--- src/sv/tagged_int_stack_machine_assert.svh ---
// Assertion macros for the tagged integer stack machine.
`ifndef TAGGED_INT_STACK_MACHINE_ASSERT_SVH
`define TAGGED_INT_STACK_MACHINE_ASSERT_SVH

// Checks that a condition implies another at the same edge.
`define TISM_ASSERT_IMPL(label, clk, rstn, cond, prop, msg) \
    label: assert property (@(posedge clk) disable iff (!rstn) (cond) |-> (prop)) \
        else $error(msg);

// Checks that a condition implies another at the next edge.
`define TISM_ASSERT_NEXT(label, clk, rstn, cond, prop, msg) \
    label: assert property (@(posedge clk) disable iff (!rstn) (cond) |=> (prop)) \
        else $error(msg);

`endif

--- src/sv/tism_pkg.sv ---
`default_nettype none
package tism_pkg;
    localparam logic [4:0] OP_PUSHACC   = 5'd0;
    localparam logic [4:0] OP_ACC       = 5'd1;
    localparam logic [4:0] OP_ADD       = 5'd2;
    localparam logic [4:0] OP_SUB       = 5'd3;
    localparam logic [4:0] OP_MUL       = 5'd4;
    localparam logic [4:0] OP_DIV       = 5'd5;
    localparam logic [4:0] OP_MOD       = 5'd6;
    localparam logic [4:0] OP_AND       = 5'd7;
    localparam logic [4:0] OP_OR        = 5'd8;
    localparam logic [4:0] OP_XOR       = 5'd9;
    localparam logic [4:0] OP_CONST     = 5'd19;
    localparam logic [4:0] OP_PUSHCONST = 5'd20;
    localparam logic [4:0] OP_STOP      = 5'd21;

    localparam logic [1:0] ERR_OK    = 2'd0;
    localparam logic [1:0] ERR_DIV0  = 2'd1;
    localparam logic [1:0] ERR_OVER  = 2'd2;
    localparam logic [1:0] ERR_UNDER = 2'd3;

    localparam logic [63:0] TAG_ZERO = 64'd1;

    typedef struct packed {
        logic        start;
        logic        is_mod;
        logic [62:0] dividend;
        logic [62:0] divisor;
    } div_req_t;
endpackage
`default_nettype wire

--- src/sv/tism_div.sv ---
`default_nettype none
// Signed truncating divide of 63-bit operands, one quotient bit per cycle.
module tism_div (
    input  wire logic              aclk,
    input  wire logic              aresetn,
    input  wire tism_pkg::div_req_t req,
    output logic                   done,
    output logic [62:0]            result
);
    logic [62:0] rem_reg, rem_next;
    logic [62:0] quo_reg, quo_next;
    logic [62:0] den_reg;
    logic [5:0]  cnt_reg;
    logic        busy_reg;
    logic        done_reg;
    logic        neg_q_reg, neg_r_reg, is_mod_reg;
    logic [63:0] trial;
    logic [62:0] qs, rs;

    assign done = done_reg;

    always_comb begin
        trial    = {rem_reg, quo_reg[62]} - {1'b0, den_reg};
        rem_next = trial[63] ? {rem_reg[61:0], quo_reg[62]} : trial[62:0];
        quo_next = {quo_reg[61:0], ~trial[63]};
        qs       = neg_q_reg ? 63'(-quo_reg) : quo_reg;
        rs       = neg_r_reg ? 63'(-rem_reg) : rem_reg;
        result   = is_mod_reg ? rs : qs;
    end

    always_ff @(posedge aclk) begin
        if (!aresetn) begin
            busy_reg <= 1'b0;
            done_reg <= 1'b0;
            cnt_reg  <= '0;
        end else begin
            done_reg <= busy_reg && !req.start && (cnt_reg == '0);
            if (req.start) begin
                busy_reg   <= 1'b1;
                cnt_reg    <= 6'd62;
                is_mod_reg <= req.is_mod;
                neg_q_reg  <= req.dividend[62] ^ req.divisor[62];
                neg_r_reg  <= req.dividend[62];
                rem_reg    <= '0;
                quo_reg    <= req.dividend[62] ? 63'(-req.dividend) : req.dividend;
                den_reg    <= req.divisor[62] ? 63'(-req.divisor) : req.divisor;
            end else if (busy_reg) begin
                rem_reg <= rem_next;
                quo_reg <= quo_next;
                cnt_reg <= cnt_reg - 6'd1;
                if (cnt_reg == '0) begin
                    busy_reg <= 1'b0;
                end
            end
        end
    end
endmodule
`default_nettype wire

--- config.mk ---
export PLATFORM = sky130hd
export DESIGN_NAME = tism_div
export DESIGN_NICKNAME = d
export VERILOG_FILES = /design/src/sv/tagged_int_stack_machine_assert.svh /design/src/sv/tism_pkg.sv /design/src/sv/tism_div.sv
export SDC_FILE = /design/constraint.sdc
export NUM_CORES = 1
export LEC_CHECK = 0
export ABC_AREA = 1
export BUFFER_PORTS_ARGS = -buffer_cell sky130_fd_sc_hd__buf_2
export CORE_ASPECT_RATIO = 0.9
export CORE_MARGIN = 1.5
export CORE_UTILIZATION = 35
export CTS_CLUSTER_DIAMETER = 40
export DETAILED_ROUTE_END_ITERATION = 7
export SETUP_SLACK_MARGIN = 0.3
export SYNTH_ARGS = -nofsm -noshare
export SYNTH_HDL_FRONTEND = slang
export SYNTH_SLANG_ARGS = --single-unit
--- constraint.sdc ---
create_clock -name aclk -period 14.5 [get_ports aclk]
set_input_delay 0 -clock aclk [delete_from_list [all_inputs] [get_ports aclk]]
set_output_delay 0 -clock aclk [all_outputs]
set_load 0.05 [all_outputs]
# After elaboration in Yosys (flattened, before gate mapping)
# Index checks and enable logic that the tools add are counted.
[word_totals]
mem_count = 0
regBits = 200
rom_bits = 0
mem_bits_rw = 0
word_cells = 42
latch_bits = 0
[op_classes]
shifts = 0
multipliers = 0
reduce_logical = 8
eq_ne = 0
order_cmp = 0
n_mux = 14
n_div = 0
bitwise = 3
add_sub_neg = 6
[op_table]
columns = ["op", "n"]
rows = [
  ["$mux W63", 8],
  ["$neg A63 Y63", 4],
  ["$sub A64 B63 Y64", 1],
  ["$mux W62", 1],
  ["$mux W6", 2],
  ["$logic_not A6 Y1", 1],
  ["$sub A6 B1 Y6 const B", 1],
  ["$reduce_and A2 Y1", 2],
  ["$mux W1", 3],
  ["$logic_and A1 B1 Y1", 2],
  ["$not A1 Y1", 2],
  ["$reduce_bool A2 Y1", 1],
  ["$reduce_or A2 Y1", 1],
  ["$logic_not A1 Y1", 1],
  ["$xor A1 B1 Y1", 1],
]

# Longest topological paths before layout
# Gate-level depths: netlist of the first run.
[logic_depth]
depth_word = 4
depth_mapped = 18
depth_no_buf = 18

# Worst setup path after synthesis of the first run
# OpenSTA, ideal clock, no wires.
[synth_timing]
path_kind = "register -> register"
start = "register busy_reg"
end = "register quo_reg[0], enable pin"
path_buffers = 0
slack_ns = 8.151
t_required_ns = 13.887
arrival_time_ns = 5.736
setup_time_ns = 0.613
stages_incl_launch_ff = 3
cell_sequence = "dfxtp_1 nor2_1 nor2_1"
[synth_between]
elab_chain_cells = 2
[synth_lines]
columns = ["item", "line_no", "source"]
rows = [
  ["from (decl)", "tism_div.sv:14", "logic busy_reg;"],
  ["from (signal assigned)", "tism_div.sv:33", "busy_reg <= 1'b0;"],
  ["from (signal assigned)", "tism_div.sv:39", "busy_reg <= 1'b1;"],
  ["from (signal assigned)", "tism_div.sv:52", "busy_reg <= 1'b0;"],
  ["$reduce_bool A2 Y1 (no source line)", "-", ""],
  ["$reduce_and A2 Y1 (no source line)", "-", ""],
  ["to (signal assigned)", "tism_div.sv:45", "quo_reg <= req.dividend[62] ? 63'(-req.dividend) : req.dividend;"],
  ["to (signal assigned)", "tism_div.sv:49", "quo_reg <= quo_next;"],
  ["to (decl)", "tism_div.sv:11", "logic [62:0] quo_reg, quo_next;"],
]
# No other way between the ends.
# A chain may end at the register's enable or synchronous reset.

# Worst setup path in the final report of the first run
[layout_timing]
start = "register neg_q_reg"
end = "output port result[27]"
[layout_between]
elab_chain_cells = 2
[layout_lines]
columns = ["item", "line_no", "source"]
rows = [
  ["from (decl)", "tism_div.sv:16", "logic neg_q_reg, neg_r_reg, is_mod_reg;"],
  ["from (signal assigned)", "tism_div.sv:42", "neg_q_reg <= req.dividend[62] ^ req.divisor[62];"],
  ["$mux W63", "tism_div.sv:26", "qs = neg_q_reg ? 63'(-quo_reg) : quo_reg;"],
  ["$mux W63", "tism_div.sv:28", "result = is_mod_reg ? rs : qs;"],
  ["to (decl)", "tism_div.sv:8", "output logic [62:0] result"],
]
# No other way between the ends.

==> qor.csv, run 1 <==
stage,metric,value,unit
clocking,total CTS buffers,17,
sta,# setup viols final,0,
sta,final hold violation count,0,
sta,RSZ-0062 raised after global routing,no,
run,Max-Cap Viols,0,
status,status,completed,
min_path,Worst Hold Depth,4,
sta,Hold Slack,46.4,ps
finish,"Design Area, Final",26900,sq um
finish,FF/Latch Area,5930,sq um
floorplan,die height,248,microns
route,DRT Pass-1 Iters,8,
worst_setup_path,kind of end point of the critical path,output pin,
sta,final setup TNS,0,ps
synthesis,Synth Area in Compound Gates,0.0930,
clocking,clk slew on worst S/H paths,80,ps
min_path,worst min-delay path category,in2reg,
route,ANT nets after route,0,
placed_design,# port buffers,193,
worst_setup_path,crit-path max FO,64,
worst_setup_path,CP required,14500,ps
synthesis,Cell variety after synth,51,
synthesis,Yosys top cell area share,0.247,
floorplan,Die Width,275,microns
sta,Slew @ Worst Pin,1080,ps
worst_setup_path,startpoint types,flop,
clocking,CTS tree,yes,
global_routing,initial antenna violation count,0,
synthesis,top_reg_cell synth,edfxtp_1,
worst_setup_path,worst reg-to-reg path cell count,12,
global_routing,global route overflow,0,
worst_setup_path,Critical Path AT,3740,ps
finish,Multi-input gate area,14400,sq um
placed_design,placed cell areas,25000,sq um
sta,worst rel slew slack,0.281,
synthesis,flop and latch count out of synthesis,200,
synthesis,cell taking the most area after synthesis,edfxtp_1,
clocking,clk sink count,200,
synthesis,mux cell area share after synthesis,0,
synthesis,mean area per synthesized cell,5.80,sq um
clocking,postcts setup bufs,0,
route,Avg Vias per Cell,5.12,
worst_setup_path,"most used cell, CP",o21ai_0,
finish,antenna cell count,0,
finish,ratio of cells with drive above 1 in the final layout,0.0675,
worst_setup_path,"Slowest-stage cell, CP",o21ai_0,
route,Initial DRC Count,3158,
finish,Post-layout nets,4482,
sta,Max Slew Vio Count,0,
synthesis,"Async S/R FF share, synth",0,
floorplan,# IOs,194,
placed_design,Inst Count DP,5003,
finish,"commonest non-fill, non-tap cell in the layout",nand2_1,
finish,fillers,7355,
route,WL per Instance,18.2,microns
power_and_ir_drop,Pwr per Cell Area,85.8,nW/um^2
route,DRT Wirelength,93.9,mm
synthesis,cells after synthesis,4022,
synthesis,"EDFF count, synth",192,
synthesis,sequential area share after synthesis,0.254,
global_routing,first-pass GRT wire length,140,mm
synthesis,simple-gate portion of the synthesized area,0.435,
placed_design,Final GP Congestion,0.997,
floorplan,FP Rows,89,
worst_setup_path,cells along the critical path,buf_4 > inv_1 > o21ai_0 > nor2_1 > a21oi_1 > o21ai_0 > o21ai_0 > buf_2,
finish,non-filler instance count after layout,5159,
clocking,Longest Clk Path Bufs,2,
finish,fin util,0.410,
floorplan,Die ar.,68200,sq um
clocking,clk_lat worst skew,530,ps
sta,min cycle time layout,3740,ps
synthesis,Post-Synth XOR/XNOR Area,0.0514,
synthesis,top post-synthesis cells by area,"edfxtp_1 25%, nand2_1 21%, inv_1 11%",
clocking,clk root buf,clkbuf_16,
synthesis,mapped cell area,23300,sq um
synthesis,main combinational cell family by area after synthesis,simple AND/OR/NAND/NOR gates,
synthesis,Yosys warning total,0,
worst_setup_path,CP max stage delay,680,ps
worst_setup_path,critical path class,reg2out,
sta,Achievable Freq,267,MHz
finish,"commonest cells after routing, fill and taps aside","1,280 x nand2_1, 675 x inv_1, 612 x nor2_1",
clocking,htree depth,4,
sta,final period utilization,0.258,
route,DRC violation count after routing,0,
synthesis,Mapped Nets,4222,
synthesis,adder-cell share of the synthesized area,0.0379,
floorplan,Core Footprint,65700,sq um
power_and_ir_drop,Leak,13.3,nW
global_routing,total track usage,0.272,
placed_design,Final HPWL DP,76.2,mm
global_routing,vias in the first global route,23700,
sta,clk_skew,17.0,ps
finish,Area Overhead vs Synth,15.4,%
global_routing,largest net degree at the start of global routing,70,
power_and_ir_drop,Worst VDD drop,0.101,mV
floorplan,Initial Util,0.355,
route,via count,26400,
==> logic make-up (layout without fill, tap and decap cells) <==
group | count (synthesis) | after routing
AO/OA/AOI/OAI | 414 | 414
flip-flops | 200 | 200
AND/OR/NAND/NOR | 2429 | 2429
adder cells (fa/ha/maj) | 70 | 70
XOR/XNOR | 137 | 137
buffers and inverters | 772 | 1045
==> cell usage after synthesis, types with 6 or more instances <==
library cell,n
a21oi_1,132
o21ai_1,8
edfxtp_1,192
nand3b_1,10
buf_2,8
nor3_1,63
xnor2_1,28
dfxtp_1,8
inv_1,676
inv_2,6
nor4_1,10
nor2_1,613
nand4_1,100
or2_2,11
nand3_1,299
o22ai_1,7
o21ai_0,228
o31ai_1,8
buf_6,10
buf_1,19
nor2_2,7
nand2_2,8
a31oi_1,17
clkbuf_1,49
xor2_1,109
ha_1,69
nand2_1,1280
==> per-layer routing <==
| metal | GRT usage | wire length, microns |
|---|---|---|
| met5 | 0 | 0 |
| met4 | 0.0630 | 1810 |
| met3 | 0.0430 | 7460 |
| met1 | 0.396 | 43900 |
| met2 | 0.419 | 40700 |
==> worst paths after layout <==
check / to / slack (ps) / startpoint
max: result[27] / 10760 / neg_q_reg
min: quo_reg[25] / 50 / req[88]
max reg2reg: rem_reg[6] / 11250 / rem_reg[53]
min reg2reg: cnt_reg[4] / 520 / cnt_reg[4]
==> repair_timing <==
action / CTS / global route
gates resized for setup: 0 / 0
hold buffers: 124 / 0
hold endpoints to repair: 131 / 0
endpoints found under the setup margin: 0 / 0
==> report_power, final <==
| group | internal, mW | total (mW) | switching (mW) | leakage (nW) |
|---|---|---|---|---|
| clock network | 0.271 | 0.532 | 0.262 | 0.315 |
| registers | 0.703 | 0.757 | 0.0535 | 1.90 |
| logic | 0.302 | 1.02 | 0.718 | 11.1 |
| total | 1.28 | 2.31 | 1.03 | 13.3 |
==> critical path: cells and delay by family (launching register included) <==
kind,cells,cell delay (ps)
compound gates,4,1180
flops,1,330
buf+inv,3,1560
simple gates,1,120
==> per-stage QoR <==
stage	setup slack (ps)	power, mW
2_1_floorplan	8150	1.46
3_3_place_gp	11300	1.75
3_5_place_dp	11310	1.75
4_1_cts	10800	2.31
5_1_grt	10540	2.45
6_report	10760	2.31
==> final cells by class <==
cell class | instances | share of cell area
multi-input combinational | 3050 | 0.535
sequential | 200 | 0.220
inverter | 684 | 0.0954
timing repair buffer | 329 | 0.0854
tap | 864 | 0.0402
clock buffer | 22 | 0.0200
clock inverter | 10 | 0.00349
No activity file was read; power rests on OpenSTA's default activity.
==> run 2: changes to the inputs <==
==> constraint.sdc (replaced) <==
create_clock -name aclk -period 3 [get_ports aclk]
set_input_delay 0 -clock aclk [delete_from_list [all_inputs] [get_ports aclk]]
set_output_delay 0 -clock aclk [all_outputs]
set_load 0.05 [all_outputs]
==> run 2 against run 1 <==
Effect of this change:
- the flow now finishes with violations (design-rule violations)
- core utilization is 6.8 points higher
- register-to-register slack got worse by 11000 ps
- setup slack worse by 11000 ps
- global-route usage increased by 0.56 points
- die area stayed put
- cell area rose by 16%
- critical path type unchanged
- critical endpoint is now result[56]
==> qor.csv, run 2 (synthesis results as in run 1) <==
stage,metric,value,unit
placed_design,Post-Place Worst Slack,136,ps
finish,non-filler instance count after layout,5385,
clocking,clk slew on worst S/H paths,80,ps
route,WL per Instance,18.2,microns
clocking,clk_lat worst skew,520,ps
run,Max-Cap Viols,0,
placed_design,# port buffers,193,
finish,Post-layout nets,4708,
placed_design,Final HPWL DP,76.7,mm
worst_setup_path,CP max stage delay,490,ps
finish,"commonest cells after routing, fill and taps aside","1,180 x nand2_1, 637 x inv_1, 488 x nor2_1",
sta,# setup viols final,0,
worst_setup_path,CP required,3000,ps
clocking,htree depth,4,
finish,"commonest non-fill, non-tap cell in the layout",nand2_1,
sta,min cycle time layout,2870,ps
worst_setup_path,"CP delay by family, top",simple AND/OR/NAND/NOR gates,
worst_setup_path,Critical Path AT,2870,ps
clocking,Longest Clk Path Bufs,2,
placed_design,Final GP Congestion,0.959,
floorplan,FP Rows,89,
clocking,clk sink count,200,
sta,RSZ-0062 raised after global routing,yes,
floorplan,Initial Util,0.355,
floorplan,Die Width,275,microns
power_and_ir_drop,Overall Power,12.3,mW
finish,Area Overhead vs Synth,34.4,%
route,ANT nets after route,0,
route,DRT Wirelength,98.1,mm
status,status,"complete, but fails checks",
worst_setup_path,"most used cell, CP",nand2_1,
status,failing checks,design-rule violations,
sta,Max Slew Vio Count,0,
worst_setup_path,"Slowest-stage cell, CP",edfxtp_1,
min_path,worst min-delay path category,in2reg,
clocking,total CTS buffers,17,
sta,Hold Slack,20.3,ps
placed_design,Inst Count DP,5085,
placed_design,placed cell areas,25800,sq um
sta,final period utilization,0.955,
power_and_ir_drop,Pwr per Cell Area,393,nW/um^2
route,Initial DRC Count,2819,
finish,fin util,0.477,
floorplan,die height,248,microns
worst_setup_path,kind of end point of the critical path,output pin,
global_routing,largest net degree at the start of global routing,73,
sta,final worst setup slack,134,ps
finish,ratio of cells with drive above 1 in the final layout,0.204,
floorplan,Die ar.,68200,sq um
floorplan,# IOs,194,
clocking,CTS tree,yes,
power_and_ir_drop,Leak,14.8,nW
worst_setup_path,cells along the critical path,buf_4 > nor2_1 > nand2_1 > nor2_2 > nand2_1 > nor2_4 > nand2_1 > xor2_1 > nand2_1 > o21ai_0 > nand2_1 > nand2_1 > buf_6,
sta,Slew @ Worst Pin,870,ps
clocking,clk root buf,clkbuf_16,
global_routing,total track usage,0.278,
route,via count,27900,
sta,Achievable Freq,349,MHz
global_routing,global route overflow,0,
sta,final hold violation count,0,
sta,worst rel slew slack,0.414,
sta,final setup TNS,0,ps
power_and_ir_drop,Worst VDD drop,0.286,mV
global_routing,initial antenna violation count,0,
route,DRT Pass-1 Iters,8,
sta,clk_skew,19.5,ps
worst_setup_path,critical path class,reg2out,
worst_setup_path,crit-path max FO,5,
finish,antenna cell count,0,
global_routing,first-pass GRT wire length,144,mm
global_routing,vias in the first global route,24900,
route,DRC violation count after routing,2,
route,Avg Vias per Cell,5.17,
finish,"Design Area, Final",31300,sq um
floorplan,Core Footprint,65700,sq um
worst_setup_path,CP bufs+invs,2,
worst_setup_path,startpoint types,flop,
-- run 2: changes by cell type in the layout (fill, tap and decap cells not counted), moves of 51 or more --
cell and change:
buf_4 +193, ha_1 -51, nand2_1 -100, nand2_2 +75, nor2_1 -124, nor2_2 +65, nor2_4 +59
-- run 2: repair_timing --
item / in CTS / in global routing
setup buffers: 47 / 91
setup endpoints to repair: 111 / 117
gates resized for setup: 266 / 432
hold endpoints to repair: 127 / 0
cloned: 1 / 7
hold buffers: 122 / 0
pin swaps: 40 / 103
-- run 2: metal layers --
metal	part of all wire	wire length (microns)	track usage	vias up
met5	0	0	0	-
li1	-	-	-	13800
met3	0.083	8170	0.0502	96
met2	0.43	42600	0.421	1073
met4	0.022	2180	0.0754	0
met1	0.46	45200	0.402	12900
-- run 2: worst paths after layout --
kind | depth (start not counted) | from | slack (ps) | endpoint
max | 13 | quo_reg[22] | 130 | result[56]
min | 4 | req[88] | 20 | quo_reg[25]
max reg2reg | 13 | rem_reg[54] | 290 | rem_reg[44]
min reg2reg | 2 | cnt_reg[4] | 520 | cnt_reg[4]
-- run 2: layout make-up --
type,count,area (sq um)
flip-flops and latches,200,5930
inverters,684,2590
fillers,6916,34400
repair buffers,551,4600
clock buffers,17,425
clock inverters,15,145
well taps,864,1080
multi-input cells,3054,16600
-- run 2: tightest hold or removal path: stages --
cell and delay (ps):
buf_2 120, inv_1 90, xor2_1 80, o21ai_0 140
-- run 2: power by group --
group	switching [mW]	internal [mW]	total, mW	leakage [nW]
clock network	1.26	1.16	2.42	0.276
logic	4.03	2.28	6.31	12.6
registers	0.209	3.40	3.60	1.90
total	5.50	6.84	12.3	14.8
